File: src/ccc_pkg.sv
package ccc_pkg;

	localparam int DEF_FRAC_BITS = 15;

	localparam int IN_W   = 16;
	localparam int OUT_W  = 16;
	localparam int OFS_W  = 16;
	localparam int KMAX_W = 15;
	localparam int CFG_W  = 16;
	localparam int IDX_W  = 1;

	localparam logic [IDX_W-1:0] REG_BLACK_OFFSET = 1'b0;
	localparam logic [IDX_W-1:0] REG_BLACK_MAX    = 1'b1;

	localparam logic CMD_RGB2CMYK = 1'b0;
	localparam logic CMD_CMYK2RGB = 1'b1;

	localparam logic [OFS_W-1:0]  RST_BLACK_OFFSET = 16'd6554;
	localparam logic [KMAX_W-1:0] RST_BLACK_MAX    = 15'd26214;

	localparam logic [OUT_W-1:0] OUT_MAX = '1;

	typedef struct packed {
		logic valid;
		logic cmd;
	} ctrl_t;

endpackage

File: src/ccc_merge.sv
module ccc_merge
	import ccc_pkg::*;
#(
	parameter int FRAC_BITS = DEF_FRAC_BITS
) (
	input  logic               clk,
	input  logic               arst_n,
	input  ctrl_t              ctrl_s2,
	input  logic [FRAC_BITS:0] k_s2,
	input  logic [FRAC_BITS:0] quo [3],
	input  logic [FRAC_BITS:0] rev [3],
	output logic               done,
	output logic [OUT_W-1:0]   out_a,
	output logic [OUT_W-1:0]   out_b,
	output logic [OUT_W-1:0]   out_c,
	output logic [OUT_W-1:0]   out_d
);

	localparam int W     = FRAC_BITS + 1;
	localparam int DEPTH = FRAC_BITS + 1;
	localparam int OW    = (W > OUT_W) ? W : OUT_W;

	function automatic logic [OUT_W-1:0] sat_out(input logic [W-1:0] v);
		logic [OW-1:0] ve;
		ve = OW'(v);
		return (ve > OW'(OUT_MAX)) ? OUT_MAX : ve[OUT_W-1:0];
	endfunction

	ctrl_t        ctrl_dly_q [DEPTH];
	logic [W-1:0] k_dly_q    [DEPTH];

	logic             done_q;
	logic [OUT_W-1:0] res_q [4];
	logic [W-1:0]     pick  [3];
	logic             fwd;

	always_ff @(posedge clk or negedge arst_n) begin
		if (!arst_n) begin
			for (int j = 0; j < DEPTH; j++) begin
				ctrl_dly_q[j] <= '0;
			end
			done_q <= 1'b0;
		end else begin
			ctrl_dly_q[0] <= ctrl_s2;
			for (int j = 1; j < DEPTH; j++) begin
				ctrl_dly_q[j] <= ctrl_dly_q[j-1];
			end
			done_q <= ctrl_dly_q[DEPTH-1].valid;
		end
	end

	assign fwd = (ctrl_dly_q[DEPTH-1].cmd == CMD_RGB2CMYK);

	always_comb begin
		for (int i = 0; i < 3; i++) begin
			pick[i] = fwd ? quo[i] : rev[i];
		end
	end

	always_ff @(posedge clk) begin
		k_dly_q[0] <= k_s2;
		for (int j = 1; j < DEPTH; j++) begin
			k_dly_q[j] <= k_dly_q[j-1];
		end
		for (int i = 0; i < 3; i++) begin
			res_q[i] <= sat_out(pick[i]);
		end
		res_q[3] <= fwd ? sat_out(k_dly_q[DEPTH-1]) : '0;
	end

	assign done  = done_q;
	assign out_a = res_q[0];
	assign out_b = res_q[1];
	assign out_c = res_q[2];
	assign out_d = res_q[3];

endmodule

File: config.mk
export PLATFORM = sky130hd
export DESIGN_NAME = ccc_merge
export DESIGN_NICKNAME = d
export VERILOG_FILES = /design/src/ccc_pkg.sv /design/src/ccc_merge.sv
export SDC_FILE = /design/constraint.sdc
export NUM_CORES = 1
export LEC_CHECK = 0
export ABC_AREA = 1
export BUFFER_PORTS_ARGS = -buffer_cell sky130_fd_sc_hd__buf_2
export CAP_MARGIN = 10
export CORE_MARGIN = 4
export CORE_UTILIZATION = 32
export CTS_CLUSTER_SIZE = 16
export DETAILED_ROUTE_END_ITERATION = 8
export GPL_TIMING_DRIVEN = 1
export PLACE_DENSITY = 0.6
export SLEW_MARGIN = 20
export SYNTH_ARGS = -nofsm -noshare
export SYNTH_HDL_FRONTEND = slang
export SYNTH_SLANG_ARGS = --single-unit
File: constraint.sdc
create_clock -name clk -period 1.1 [get_ports clk]
set_input_delay 0.22 -clock clk [delete_from_list [all_inputs] [get_ports clk]]
set_output_delay 0.22 -clock clk [all_outputs]
set_load 0.01 [all_outputs]
==> qor.csv <==
stage,metric,value,unit
logic_synthesis,synth-xor-area-share,0,
worst_setup_path,crit_start,done,
routing,viasPerCell,3.70,
floorplan,die_w,166,um
global_routing,grt_pass1_wl,22600,um
worst_setup_path,cp.arrival,0.98,ns
timing,setup_ws,-0.0976,ns
clocking,cts_tree,built,
logic_synthesis,syn_area_per_cell,14.8,sq um
routing,drtIter0Drc,324,
power_and_ir_drop,swShare,0.194,
floorplan,die_y,166,um
logic_synthesis,synth_area,0.00801,sq mm
timing,slew_headroom,0.770,
floorplan,coreArea,0.0245,sq mm
logic_synthesis,synth_cell_type_count,9,
logic_synthesis,synth_top_family_by_area,simple AND/OR/NAND/NOR gates,
clocking,clk_latency,0.49,ns
global_routing,antenna_found_initial,2,
floorplan,initial_core_util,0.328,
timing,rsz0062_at_grt,yes,
logic_synthesis,synth-edff-count,0,
global_routing,grt_pass1_vias,4400,
timing,whs,0.217,ns
final_layout,fin_util,0.488,
timing,worst_pin_slew,0.345,ns
place,hpwlAfterDp,7860,um
logic_synthesis,synth_fa_ha_area_frac,0,
global_routing,grt_use_total,0.0992,
worst_setup_path,max_stage_delay,0.36,ns
floorplan,io_pins,181,
routing,route.detailed.drc,0,
run_status,violations,setup timing,
worst_setup_path,crit_path_end_kind,output port,
clocking,cts.sinks,353,
flow_run,max-cap-violations,0,
power_and_ir_drop,peakVddDrop,0.00103,V
logic_synthesis,synthesis.nets,658,
worst_setup_path,path_class,reg2out,
place,place_area,0.00928,sq mm
worst_setup_path,crit_chain,buf_2,
clocking,cts_setup_buffers,0,
worst_setup_path,cp.buffers_inverters,1,
routing,wl_per_cell,12.0,um
place,io_buffers,180,
global_routing,grt_max_degree,34,
routing,drtAntennaViolNets,0,
clocking,ctsLongestPathBuffers,3,
power_and_ir_drop,internal_power,21.3,mW
routing,firstDrtPassIters,4,
power_and_ir_drop,pwr-share-comb,0.048,
timing,max_freq,835,MHz
worst_setup_path,r2r_start,ctrl_dly_q[0],
power_and_ir_drop,seqPwrFrac,0.520,
clocking,root_buffer,clkbuf_16,
power_and_ir_drop,p_switching,5.12,mW
logic_synthesis,yosysWarnings,0,
logic_synthesis,synthMuxAreaShare,0,
logic_synthesis,synth_top_area_share,0.800,
final_layout,fin_area,0.0119,sq mm
run_status,status,finished with violations,
power_and_ir_drop,power-per-cell-area,2220,mW/mm^2
logic_synthesis,synth_simple_gate_area_frac,0.0750,
timing,period_minus_slack,1.20,ns
logic_synthesis,synth_compound_area_frac,0,
routing,finalWirelength,14600,um
clocking,numCtsBuffers,35,
logic_synthesis,yosysMostFrequentCell,dfxtp_1,
clocking,cts_max_level,2,
final_layout,layout.nets,983,
place,gp_congestion,0.860,
timing,period_share,1.09,
worst_setup_path,cp_max_fo,1,
timing,setup_violations,65,
power_and_ir_drop,total_power,26.4,mW
worst_setup_path,cp_top_family,flip-flops,
power_and_ir_drop,p_leak,5.53,nW
logic_synthesis,ys_seq_area_frac,0.903,
worst_setup_path,start_kind,flip-flop,
worst_setup_path,cp_slowest_cell,dfrtp_1,
logic_synthesis,ys_top_cells_by_area,"dfxtp_1 80%, dfrtp_1 10%, nand2_1 6.7%",
logic_synthesis,ys.flop_type,dfxtp_1,
final_layout,area_growth,48.9,%
timing,fin_setup_tns,-2.42,ns
logic_synthesis,synth_top_cell_by_area,dfxtp_1,
final_layout,drive_above_1_share,0.324,
timing,finalClockSkew,0.00827,ns
routing,dr_total_vias,4496,
timing,slew_violations,0,
floorplan,rows,57,
worst_hold_path,hp-class,in2async,
global_routing,overflow,0,
power_and_ir_drop,power.clock.fraction,0.432,
logic_synthesis,synth_seq_cells,353,
logic_synthesis,syn-instance-count,542,
worst_setup_path,required,0.88,ns
logic_synthesis,netlist_top_cells_count,"320 x dfxtp_1, 144 x nand2_1, 33 x dfrtp_1",
clocking,cts.clk_slew.worst_paths,0.05,ns
floorplan,dieArea,0.0276,sq mm
logic_synthesis,async_reset_ff_frac,0.0935,
timing,hold_viol,0,
==> state kept, by name, summed over array words and instances (netlist names) <==
signal	count
res_q	64
done	1
k_dly_q	256
ctrl_dly_q	32
==> final timing paths <==
kind / endpoint / slack [ns] / cells after the start
setup reg to reg: res_q[1][13] / 0.08 / 3
min in group clk: k_dly_q[1][121] / 0.32 / 0
hold reg to reg: k_dly_q[1][121] / 0.32 / 0
max in group asynchronous: ctrl_dly_q[0] / 0.71 / 3
hold / removal: ctrl_dly_q[5] / 0.22 / 3
setup / recovery: done / -0.1 / 1
==> per-stage QoR <==
stage               setup WS [ns]  instances
floorplan                   0.235        542
detailed placement          0.102       1039
global route               -0.142       1215
finish                    -0.0976       1215
global placement            0.114       1039
CTS                        -0.130       1213
==> repair_timing <==
item                                    in CTS  in global routing
hold buffers                               115                  0
resized for setup                           42                 58
endpoints found under the hold margin       99                  0
endpoints found under the setup margin      65                 65
==> cell type report <==
cell class              count  area (sq um)
flip-flops and latches    353          7290
well taps                 324           405
clock inverters            10           103
fillers                  2011         12500
diodes                      2          5.00
multi-input cells         160           601
inverters                  17          63.8
clock buffers              49          1030
repair buffers            300          2430
==> power groups by stage <==
stage	sequential [mW]	combinational (mW)	clock (mW)
5_1_grt	13.8	1.36	12.4
2_1_floorplan	14.0	0.217	0
3_3_place_gp	13.9	0.744	0
4_1_cts	13.7	1.15	11.8
6_report	13.7	1.27	11.4
3_5_place_dp	14.0	0.755	0
==> per-layer routing <==
layer	routed length, um	GRT usage	up-vias
met5	0	0	-
met4	724	0.0566	0
met3	1510	0.0398	53
met2	6570	0.158	239
met1	5810	0.114	1924
li1	-	-	2280
==> cells in the final DEF (no fill, tap or decap) <==
master and count:
buf_12 3, buf_2 132, buf_4 2, buf_6 48, bufinv_16 2, clkbuf_1 6, clkbuf_16 37, clkbuf_8 6
clkinv_2 7, clkinvlp_4 1, dfrtp_1 32, dfrtp_2 1, dfxtp_1 272, dfxtp_2 48, diode_2 2, dlygate4sd3_1 115
inv_1 16, inv_2 1, nand2_1 144, nor2_1 16
==> kinds of logic after synthesis <==
logic type             Yosys count
buffers and inverters           29
DFF                            353
and+or+nand+nor                160
No activity file was read; power rests on OpenSTA's default activity.
