--- src/ccc_pkg.sv ---
package ccc_pkg;

	localparam int DEF_FRAC_BITS = 15;

	localparam int IN_W   = 16;
	localparam int OUT_W  = 16;
	localparam int OFS_W  = 16;
	localparam int KMAX_W = 15;
	localparam int CFG_W  = 16;
	localparam int IDX_W  = 1;

	localparam logic [IDX_W-1:0] REG_BLACK_OFFSET = 1'b0;
	localparam logic [IDX_W-1:0] REG_BLACK_MAX    = 1'b1;

	localparam logic CMD_RGB2CMYK = 1'b0;
	localparam logic CMD_CMYK2RGB = 1'b1;

	localparam logic [OFS_W-1:0]  RST_BLACK_OFFSET = 16'd6554;
	localparam logic [KMAX_W-1:0] RST_BLACK_MAX    = 15'd26214;

	localparam logic [OUT_W-1:0] OUT_MAX = '1;

	typedef struct packed {
		logic valid;
		logic cmd;
	} ctrl_t;

endpackage

--- src/ccc_lane.sv ---
module ccc_lane
	import ccc_pkg::*;
#(
	parameter int FRAC_BITS = DEF_FRAC_BITS
) (
	input  logic               clk,
	input  logic [FRAC_BITS:0] op,
	input  logic [FRAC_BITS:0] k,
	output logic [FRAC_BITS:0] quo,
	output logic [FRAC_BITS:0] rev
);

	localparam int W     = FRAC_BITS + 1;
	localparam int DEPTH = FRAC_BITS + 1;
	localparam logic [W-1:0] ONE = {1'b1, {FRAC_BITS{1'b0}}};

	// divider stages, indexed by stage
	logic [W-1:0] rem_s [DEPTH];
	logic [W-1:0] quo_s [DEPTH];
	logic [W-1:0] div_s [DEPTH];
	logic [W-1:0] rev_s [DEPTH];

	logic [2*W-1:0] prod_s0;
	logic [W-1:0]   kadd_s0;

	logic [W-1:0] num;
	logic [W-1:0] dvs;
	logic         bit0;
	logic [W:0]   sum1;
	logic [W-1:0] sat1;

	assign num  = op - k;
	assign dvs  = ONE - k;
	assign bit0 = (num >= dvs);

	// first step yields the integer bit, product for the reverse path
	always_ff @(posedge clk) begin
		rem_s[0] <= bit0 ? num - dvs : num;
		quo_s[0] <= W'(bit0);
		div_s[0] <= dvs;
		prod_s0  <= (2*W)'(op) * (2*W)'(dvs);
		kadd_s0  <= k;
	end

	// reverse result: scale, add black, clamp, complement
	always_comb begin
		sum1 = prod_s0[2*W-1:FRAC_BITS] + (W+1)'(kadd_s0);
		sat1 = (sum1 > (W+1)'(ONE)) ? ONE : sum1[W-1:0];
	end

	always_ff @(posedge clk) begin
		rev_s[0] <= '0;
		rev_s[1] <= ONE - sat1;
	end

	for (genvar j = 1; j < DEPTH; j++) begin : g_step
		logic [W:0] r2;
		logic       qb;

		assign r2 = {rem_s[j-1], 1'b0};
		assign qb = (r2 >= (W+1)'(div_s[j-1]));

		always_ff @(posedge clk) begin
			rem_s[j] <= qb ? W'(r2 - (W+1)'(div_s[j-1])) : r2[W-1:0];
			quo_s[j] <= {quo_s[j-1][W-2:0], qb};
			div_s[j] <= div_s[j-1];
		end

		if (j >= 2) begin : g_rev
			always_ff @(posedge clk) begin
				rev_s[j] <= rev_s[j-1];
			end
		end
	end

	assign quo = quo_s[DEPTH-1];
	assign rev = (DEPTH > 1) ? rev_s[DEPTH-1] : rev_s[0];

endmodule

--- config.mk ---
export PLATFORM = sky130hd
export DESIGN_NAME = ccc_lane
export DESIGN_NICKNAME = d
export VERILOG_FILES = /design/src/ccc_pkg.sv /design/src/ccc_lane.sv
export SDC_FILE = /design/constraint.sdc
export NUM_CORES = 2
export LEC_CHECK = 0
export BUFFER_PORTS_ARGS = -buffer_cell sky130_fd_sc_hd__buf_2
export CORE_ASPECT_RATIO = 0.5
export CORE_MARGIN = 5
export CORE_UTILIZATION = 35
export CTS_CLUSTER_DIAMETER = 100
export DETAILED_ROUTE_END_ITERATION = 10
export GPL_ROUTABILITY_DRIVEN = 0
export GPL_TIMING_DRIVEN = 0
export PLACE_DENSITY = 0.46
export SETUP_SLACK_MARGIN = 0.5
export SYNTH_ARGS = -nofsm -noshare
export SYNTH_HDL_FRONTEND = slang
export SYNTH_SLANG_ARGS = --single-unit
--- constraint.sdc ---
create_clock -name clk -period 15.5 [get_ports clk]
set_input_delay 0.775 -clock clk [delete_from_list [all_inputs] [get_ports clk]]
set_output_delay 0.775 -clock clk [all_outputs]
set_load 0.01 [all_outputs]
==> metrics.txt <==
Slew headroom approximately an eighth; Synth Register Bits around 900; post-CTS sizing 0; Synth Instances 4261; setup bufs post-CTS 0; Clock Latency Late Sink between 0.6 and 0.7 ns; Initial Util between 30 and 40%; Fin. Hold Viols 0; P&R area growth vs syn 12.1%; CP startpoint kind primary input; Final Skew roughly 0.041 ns; CTS tree yes; Die Y approximately 260 um; Reg2Reg Depth 17; worst-path fanout max 10; via count approximately 28000; Total Neg Setup Slack 0 ns; Finished Cell Area between 0.04 and 0.05 sq mm; hpwl dp between 70000 and 80000 um; layout cells sized above 1 a little under a tenth; RSZ-0062 raised after global routing no; WP data required approximately 16 ns; Yosys warning total 0; hold_sp k[9]; Placeable Area around 0.12 sq mm; Post-Syn Nets 4893; Routed wire per std cell between 15 and 20 um; R2R Path Start div_s[0][0]; Yosys cell types 76; drc violations 0; Pwr Density ~240 mW/mm^2; FFs w/ async S/R, synth 0%; Fmax achieved ~0.11 GHz; post-synthesis sequential area ratio 41.5%; R2R setup slack slightly above 10 ns; vias in the first global route 29700; Die Wd 505 um; CTS sink cnt approximately 900; outcome finished, final reports clean; # IOs 65; Worst path slowest cell xnor2_1; first-pass GRT wire length 159000 um; EDFF count, synth 0; fin crit period slightly above 9 ns; slew of the pin with the lowest slew margin 1.30 ns; Worst Setup Path Type primary input to register; Mapped Area between 0.04 and 0.05 sq mm; final setup fails 0; max-cap check violation count 0; DP Area about 0.045 sq mm; worst hold stages 1; Syn Area/Cell 10.0 sq um; cts bufs inserted 84; largest net degree at the start of global routing 17; Final ANT Viol Nets 0; final critical-path share of the clock period 60.0%; gr usage total 15.2%; grt total ovfl 0; Clock Tree Buf Depth 3; crit path from k[0]; DRT iter0 DRCs approximately 1100; DR vias/cell roughly 4.7; initial antenna violation count 3; CP delay by family, top adder cells; worst path arrival time 9.91 ns; nets approximately 5000; Main synth FF type dfxtp_1; drt first pass iters 5; Max stage delay on crit path between 0.8 and 0.9 ns; Static Leak ~0.022 uW; max-slew violations 0; H-tree depth 3; routed wire length approximately 100000 um; PortBufs 64; die area between 0.1 and 0.15 sq mm; Levels on crit path 28; Rows 90; Hold Path Class primary input to register; Worst Setup End Kind register; peak supply drop 0.000191 V; hold_buf cts 0; Root Buffer clkbuf_16; clk slew on worst S/H paths 0.06 ns; worst path bufs/invs 9
-- metal layers --
metal | vias up | wire, um | global-route usage (%)
met2 | 432 | 50500 | 28.2
met5 | - | 0 | 0
met1 | 13500 | 42000 | 17.9
met4 | 0 | 3460 | 5.26
li1 | 14300 | - | -
met3 | 195 | 2800 | 2.25
-- worst paths after layout --
path                  endpoint
setup / recovery   prod_s0[31]
hold / removal      kadd_s0[9]
setup reg to reg  rev_s[0][28]
hold reg to reg   quo_s[1][98]
-- cells in the mapped netlist (7+ instances only) --
master | n | share of area, %
fa_1 | 210 | 9.8
a21boi_0 | 32 | 0.56
buf_4 | 32 | 0.56
o311ai_0 | 7 | 0.14
and4_1 | 7 | 0.14
nand3_1 | 57 | 0.67
ha_1 | 389 | 11
a21o_1 | 57 | 1.0
a31oi_1 | 22 | 0.32
o31ai_1 | 10 | 0.18
mux2i_1 | 20 | 0.47
and2_1 | 124 | 1.8
o41ai_1 | 12 | 0.25
or2_2 | 10 | 0.15
nand2b_1 | 33 | 0.48
o21ai_0 | 133 | 1.6
o21a_1 | 44 | 0.77
nor3_1 | 86 | 1.0
nor2b_1 | 47 | 0.69
clkbuf_1 | 64 | 0.56
dfxtp_1 | 888 | 42
o31a_1 | 11 | 0.23
nor2_1 | 236 | 2.1
xor2_1 | 61 | 1.2
o22ai_1 | 9 | 0.13
a211oi_1 | 27 | 0.47
or3_1 | 30 | 0.44
inv_1 | 654 | 5.7
a211o_1 | 15 | 0.31
nor4_1 | 23 | 0.34
o21bai_1 | 24 | 0.42
mux2_2 | 170 | 4.5
a311oi_1 | 7 | 0.14
a21oi_1 | 143 | 1.7
xnor2_1 | 148 | 3.0
nand4_1 | 44 | 0.64
and3_1 | 14 | 0.20
nand2_1 | 253 | 2.2
o211ai_1 | 18 | 0.32
a221oi_1 | 7 | 0.14
-- sequential cells by signal, indices dropped and copies added (netlist names) --
register and flops:
rev_s 240, quo_s 136, prod_s0 17, div_s 240
rem_s 240, kadd_s0 15
-- kinds of logic after synthesis --
group | synth area share [%]
simple gates | 11.4
fa+ha+maj | 21.2
compound gates | 9.66
mux | 4.94
flops | 41.5
xor+xnor | 4.31
buf+inv | 6.94
-- report_power, final --
group / internal, uW / total (uW) / switching, uW
Sequential: 3150 / 3470 / 317
Clock: 1190 / 2110 / 916
Combinational: 2740 / 6170 / 3430
-- placed cells by master, fill, tap and decap left out, drive strengths merged, types with 20 or more instances in the layout --
cell type  count
ha           389
nor2         236
inv          658
mux2         170
o21ai        135
dfxtp        888
a31oi         22
mux2i         20
nor2b         47
xor2          62
fa           210
a21boi        32
clkbuf       174
a211oi        28
a21o          57
xnor2        148
nand2        253
nand4         44
nor3          86
nand2b        33
or3           32
buf          103
o21a          44
nor4          23
a21oi        143
o21bai        24
and2         124
clkinv        24
nand3         58
-- worst reg2reg max path, cell delays in order, from the launching register on --
cell and delay [ns]:
dfxtp_1 0.52, ha_1 0.28, inv_1 0.07, fa_1 0.41
or2b_1 0.26, a21oi_1 0.23, xor2_1 0.14, or3_4 0.36
or3_4 0.42, or4_1 0.55, o41a_4 0.42, or3_1 0.35
ha_1 0.21, buf_1 0.21, inv_1 0.23, nor2_1 0.07
a31oi_1 0.21, o22ai_2 0.09
-- area by class of cell --
type,instances,area [sq um]
repair buffers,64,320
well taps,1610,2010
multi-input cells,2616,22100
clock inverters,38,539
inverters,654,2450
clock buffers,110,2320
fillers,11900,72900
diodes,2,5.00
plain buffers,103,514
flip-flops and latches,888,17800
-- stage by stage --
stage                     cells  setup WS (ns)  utilization, %  power [uW]  hold slack (ns)
after CTS                  6083           6.19            39.7       11900            0.193
after global placement     5935           5.43            37.3        9650            0.309
after global routing       6084           5.81            39.7       12800            0.190
after floorplan            4261           7.89               -        8090            0.310
after detailed placement   5935           5.46            37.3        9700            0.312
final                      6085           6.20            39.7       11700            0.252
No activity file was read; power rests on OpenSTA's default activity.
