--- src/ccc_pkg.sv ---
package ccc_pkg;

	localparam int DEF_FRAC_BITS = 15;

	localparam int IN_W   = 16;
	localparam int OUT_W  = 16;
	localparam int OFS_W  = 16;
	localparam int KMAX_W = 15;
	localparam int CFG_W  = 16;
	localparam int IDX_W  = 1;

	localparam logic [IDX_W-1:0] REG_BLACK_OFFSET = 1'b0;
	localparam logic [IDX_W-1:0] REG_BLACK_MAX    = 1'b1;

	localparam logic CMD_RGB2CMYK = 1'b0;
	localparam logic CMD_CMYK2RGB = 1'b1;

	localparam logic [OFS_W-1:0]  RST_BLACK_OFFSET = 16'd6554;
	localparam logic [KMAX_W-1:0] RST_BLACK_MAX    = 15'd26214;

	localparam logic [OUT_W-1:0] OUT_MAX = '1;

	typedef struct packed {
		logic valid;
		logic cmd;
	} ctrl_t;

endpackage

--- src/ccc_front.sv ---
module ccc_front
	import ccc_pkg::*;
#(
	parameter int FRAC_BITS = DEF_FRAC_BITS
) (
	input  logic                 clk,
	input  logic                 arst_n,
	input  ctrl_t                ctrl_in,
	input  logic [IN_W-1:0]      in_a,
	input  logic [IN_W-1:0]      in_b,
	input  logic [IN_W-1:0]      in_c,
	input  logic [IN_W-1:0]      in_d,
	input  logic [OFS_W-1:0]     black_offset,
	input  logic [KMAX_W-1:0]    black_max,
	output ctrl_t                ctrl_s2,
	output logic [FRAC_BITS:0]   op_s2 [3],
	output logic [FRAC_BITS:0]   k_s2
);

	localparam int W   = FRAC_BITS + 1;
	localparam int CW  = (W > IN_W) ? W : IN_W;
	localparam int CW2 = (W > OFS_W) ? W : OFS_W;
	localparam logic [W-1:0] ONE = {1'b1, {FRAC_BITS{1'b0}}};

	function automatic logic [W-1:0] sat_one(input logic [IN_W-1:0] v);
		logic [CW-1:0] ve;
		logic [CW-1:0] one_e;
		ve    = CW'(v);
		one_e = CW'(ONE);
		return (ve > one_e) ? ONE : ve[W-1:0];
	endfunction

	ctrl_t        ctrl_s1;
	logic [W-1:0] op_s1 [3];
	logic [W-1:0] d_s1;

	logic [W-1:0]   sat_x [3];
	logic [W-1:0]   mn;
	logic [CW2-1:0] mn_e;
	logic [CW2-1:0] ofs_e;
	logic [CW2-1:0] kmax_e;
	logic [CW2-1:0] klim_e;
	logic [CW2-1:0] k_raw;
	logic [CW2-1:0] k_max;
	logic [CW2-1:0] k_fin;

	assign sat_x[0] = sat_one(in_a);
	assign sat_x[1] = sat_one(in_b);
	assign sat_x[2] = sat_one(in_c);

	// stage 1: saturate, complement to cmy for the forward direction
	always_ff @(posedge clk or negedge arst_n) begin
		if (!arst_n) begin
			ctrl_s1 <= '0;
		end else begin
			ctrl_s1 <= ctrl_in;
		end
	end

	always_ff @(posedge clk) begin
		for (int i = 0; i < 3; i++) begin
			op_s1[i] <= (ctrl_in.cmd == CMD_CMYK2RGB) ? sat_x[i] : ONE - sat_x[i];
		end
		d_s1 <= sat_one(in_d);
	end

	// stage 2: black from min cmy, offset and clamps going forward; the black input in reverse
	always_comb begin
		mn     = (op_s1[0] < op_s1[1]) ? op_s1[0] : op_s1[1];
		mn     = (mn < op_s1[2]) ? mn : op_s1[2];
		mn_e   = CW2'(mn);
		ofs_e  = CW2'(black_offset);
		kmax_e = CW2'(black_max);
		klim_e = CW2'(ONE - 1'b1);
		k_raw  = (mn_e > ofs_e) ? mn_e - ofs_e : '0;
		k_max  = (k_raw > kmax_e) ? kmax_e : k_raw;
		k_fin  = (k_max > klim_e) ? klim_e : k_max;
	end

	always_ff @(posedge clk or negedge arst_n) begin
		if (!arst_n) begin
			ctrl_s2 <= '0;
		end else begin
			ctrl_s2 <= ctrl_s1;
		end
	end

	always_ff @(posedge clk) begin
		op_s2 <= op_s1;
		k_s2  <= (ctrl_s1.cmd == CMD_CMYK2RGB) ? d_s1 : k_fin[W-1:0];
	end

endmodule

--- config.mk ---
export PLATFORM = sky130hd
export DESIGN_NAME = ccc_front
export DESIGN_NICKNAME = d
export VERILOG_FILES = /design/src/ccc_pkg.sv /design/src/ccc_front.sv
export SDC_FILE = /design/constraint.sdc
export NUM_CORES = 1
export LEC_CHECK = 0
export ABC_CLOCK_PERIOD_IN_PS = 10300
export CORE_MARGIN = 3
export CORE_UTILIZATION = 40
export DETAILED_ROUTE_END_ITERATION = 10
export DONT_BUFFER_PORTS = 1
export MAX_ROUTING_LAYER = met4
export SYNTH_ARGS = -nofsm -noshare
export SYNTH_HDL_FRONTEND = slang
export SYNTH_SLANG_ARGS = --single-unit
export TNS_END_PERCENT = 30
--- constraint.sdc ---
create_clock -name clk -period 10.3 [get_ports clk]
set_input_delay 2.06 -clock clk [delete_from_list [all_inputs] [get_ports clk]]
set_output_delay 2.06 -clock clk [all_outputs]
set_load 0.01 [all_outputs]
==> out/summary.txt <==
PD cells -> 224 nW/um^2
Tmin final -> 9120 ps
Setup CP Type -> reg -> reg
Cell variety after synth -> 71
Iter 0 DRT Violations -> 407
Leakage -> 0.00335 uW
Clock skew -> 10.8 ps
Most Frequent Cell on Critical Path -> ha_1
Buffers on Ports -> 0
Wire length on met1 -> 8410 microns
FFs w/ async S/R, synth -> 3.03%
Syn Inst Count -> 831
EDFF count, synth -> 0
Critical Path Source Type -> flop
Worst-Margin Slew -> 971 ps
Die height -> 139 microns
Starting density of the core -> 41.0%
Max Transition Viols Final -> 0
Vias in the first global route -> 5,467
Avg WL per Cell -> 17.9 microns
Clk sinks -> 132
Overflow after GRT -> 0
Drt drc -> 0
Worst stage delay on the critical path -> 760 ps
Die width -> 139 microns
Worst reg-to-reg path cell count -> 32
Initial antenna violation count -> 0
Post-detail-place hpwl -> 15,200 microns
I/O pin total -> 165
Largest net degree at the start of global routing -> 47
CP Data Arrival Time -> 9450 ps
Total power -> 1770 uW
Worst-path maximum fanout -> 24
Drt pass-1 iters -> 5
PostCTS Resize Cnt -> 0
Fill cells -> 1,674
Met2 WL -> 8910 microns
Data required, critical path -> 10,630 ps
Max clock buf depth -> 2
HP Class -> reg -> reg
Number of H-tree levels -> 4
Post-synthesis net count -> 995
Total Routing Usage GR -> 19.9%
DR vias -> 5,832
CTS root buf -> clkbuf_16
CTS tree -> built
Global-route wire length before repair -> 29,500 microns
Final wirelength -> 19,000 microns
Final Hold Vio Count -> 0
Post-synthesis cell area -> 7110 sq um
WL met3 -> 1490 microns
GPL Wtd Cong -> 0.956
Post-CTS Hold Fix Bufs -> 0
Slowest CP cell -> a2111oi_4
Post-synth top flop -> dfxtp_1
Inserted Clock Buffers -> 17
Antenna-violating nets left -> 0
Synth warn -> 0
Endpoint class of the critical path -> flop
Uppermost layer routed -> met4
Die ar. -> 19,400 sq um
Slew headroom -> 35.3%
MaxCap Viol Count -> 0
Count of final setup violators -> 0
Core ar. -> 17,400 sq um
Antenna Cells -> 0
Unrepaired setup endpoints after global routing -> no
WHS Path Cells -> 0
Share of cells above drive strength 1 -> 8.13%
Clock latency on the worst-skew pair -> 410 ps
Peak supply drop -> 0.117 mV
Sequential-to-total area share from yosys stat -> 37.4%
Synthesized area per cell -> 8.56 sq um
Routed vias/inst -> 5.50
Outcome -> complete, no violations
Row count -> 48
P&R area growth vs syn -> 11.0%
Postcts setup bufs -> 0
Ratio of final minimum period to clock period -> 88.5%
Final Net Count -> 988
Yosys reg bits -> 132
Clock-pin transition on the worst setup and hold timing paths -> 60 ps
Maximum clock frequency -> 0.110 GHz
Setup TNS -> 0 ps
[layout by cell type, fill, tap and decap left out, types with 4 or more instances in the layout]
master and instances:
nand2b_1 5, inv_1 86, or3_1 10, a21oi_1 62
nor4_1 4, and2_1 14, nand3_1 37, and3_1 5
a311oi_1 4, a21o_1 8, a32oi_1 15, o21a_1 7
nor3_1 31, a31oi_1 10, nor2b_1 19, or4_1 6
dfxtp_1 128, o211ai_1 4, o31ai_1 5, mux2_2 17
xnor2_1 24, nand4_1 9, clkinv_2 4, a211oi_1 5
o21ai_0 45, clkbuf_8 4, dfrtp_1 4, clkbuf_16 17
nand2_1 60, xor2_1 7, nor2_1 54, ha_1 64
[critical path: cells and delay by family (launching register included)]
family	cells	cell delay (ps)
buffers and inverters	3	720
muxes	1	430
adders and majority gates	4	1200
and+or+nand+nor	6	1500
AOI/OAI and AO/OA	18	4890
DFF	1	330
[state kept, by name (all words and copies together), names as in the netlist]
signal	cells
op_s1	48
k_s2	16
d_s1	16
ctrl_s1	2
ctrl_s2	2
op_s2	48
[per-stage QoR]
stage	hold WS (ps)	worst slack (ps)	utilization [%]	instances	area, sq um
2_1_floorplan	331	2330	-	831	7110
3_3_place_gp	333	1320	42.1	1030	7310
3_5_place_dp	335	1220	42.1	1030	7310
4_1_cts	347	1160	45.5	1061	7900
5_1_grt	347	189	45.5	1061	7900
6_report	347	1180	45.5	1061	7900
[cell usage after synthesis, types with 9 or more instances]
| library cell | count | area share, % |
|---|---|---|
| mux2_2 | 17 | 2.7 |
| xnor2_1 | 24 | 3.0 |
| or3_1 | 10 | 0.88 |
| o21ai_0 | 45 | 3.2 |
| nand4_1 | 9 | 0.79 |
| and2_1 | 14 | 1.2 |
| a32oi_1 | 15 | 1.8 |
| ha_1 | 64 | 11 |
| nand2_1 | 60 | 3.2 |
| dfxtp_1 | 128 | 36 |
| a31oi_1 | 10 | 0.88 |
| nor3_1 | 31 | 2.2 |
| a21oi_1 | 62 | 4.4 |
| nor2_1 | 55 | 2.9 |
| nor2b_1 | 19 | 1.7 |
| nand3_1 | 37 | 2.6 |
| inv_1 | 86 | 4.5 |
| clkbuf_1 | 27 | 1.4 |
[layer usage]
metal / vias up / GRT usage, %
met2: 185 / 31.2
met5: - / -
met4: 0 / 4.69
met3: 13 / 7.42
met1: 2687 / 24.3
li1: 2947 / -
[cell type report]
| class | instances | area, sq um | area share, % |
|---|---|---|---|
| clock inverter | 9 | 103 | 1.30 |
| timing repair buffer | 3 | 22.5 | 0.285 |
| clock buffer | 22 | 484 | 6.13 |
| sequential | 132 | 2660 | 33.7 |
| tap | 225 | 282 | 3.56 |
| multi-input combinational | 583 | 4020 | 50.9 |
| inverter | 87 | 327 | 4.13 |
[path summary, 6_finish.rpt]
| kind | startpoint | end | slack (ps) |
|---|---|---|---|
| min reg2reg | op_s1[23]$_DFF_P_ | op_s2[23]$_DFF_P_ | 350 |
| min | op_s1[23]$_DFF_P_ | op_s2[23]$_DFF_P_ | 350 |
| max in group asynchronous | arst_n | ctrl_s2[0]$_DFF_PN0_ | 8890 |
| min in group asynchronous | arst_n | ctrl_s1[1]$_DFF_PN0_ | 1340 |
| max | op_s1[26]$_DFF_P_ | k_s2[13]$_DFF_P_ | 1180 |
| max reg2reg | op_s1[26]$_DFF_P_ | k_s2[13]$_DFF_P_ | 1180 |
[kinds of logic (layout without fill, tap and decap cells)]
logic type | count (synthesis) | after routing | synth area share, %
simple gates | 267 | 267 | 18.9
fa+ha+maj | 65 | 65 | 11.5
xor+xnor | 31 | 31 | 3.82
compound gates | 202 | 202 | 19.3
mux | 18 | 18 | 2.83
flops | 132 | 132 | 37.4
buf+inv | 116 | 121 | 6.17
[power by group]
group	internal, uW	switching, uW	total, uW	leakage (uW)
logic	229	335	564	0.00194
registers	565	50.8	616	0.00112
clock network	379	215	593	0.000284
Power figures use the tool's default switching activity.
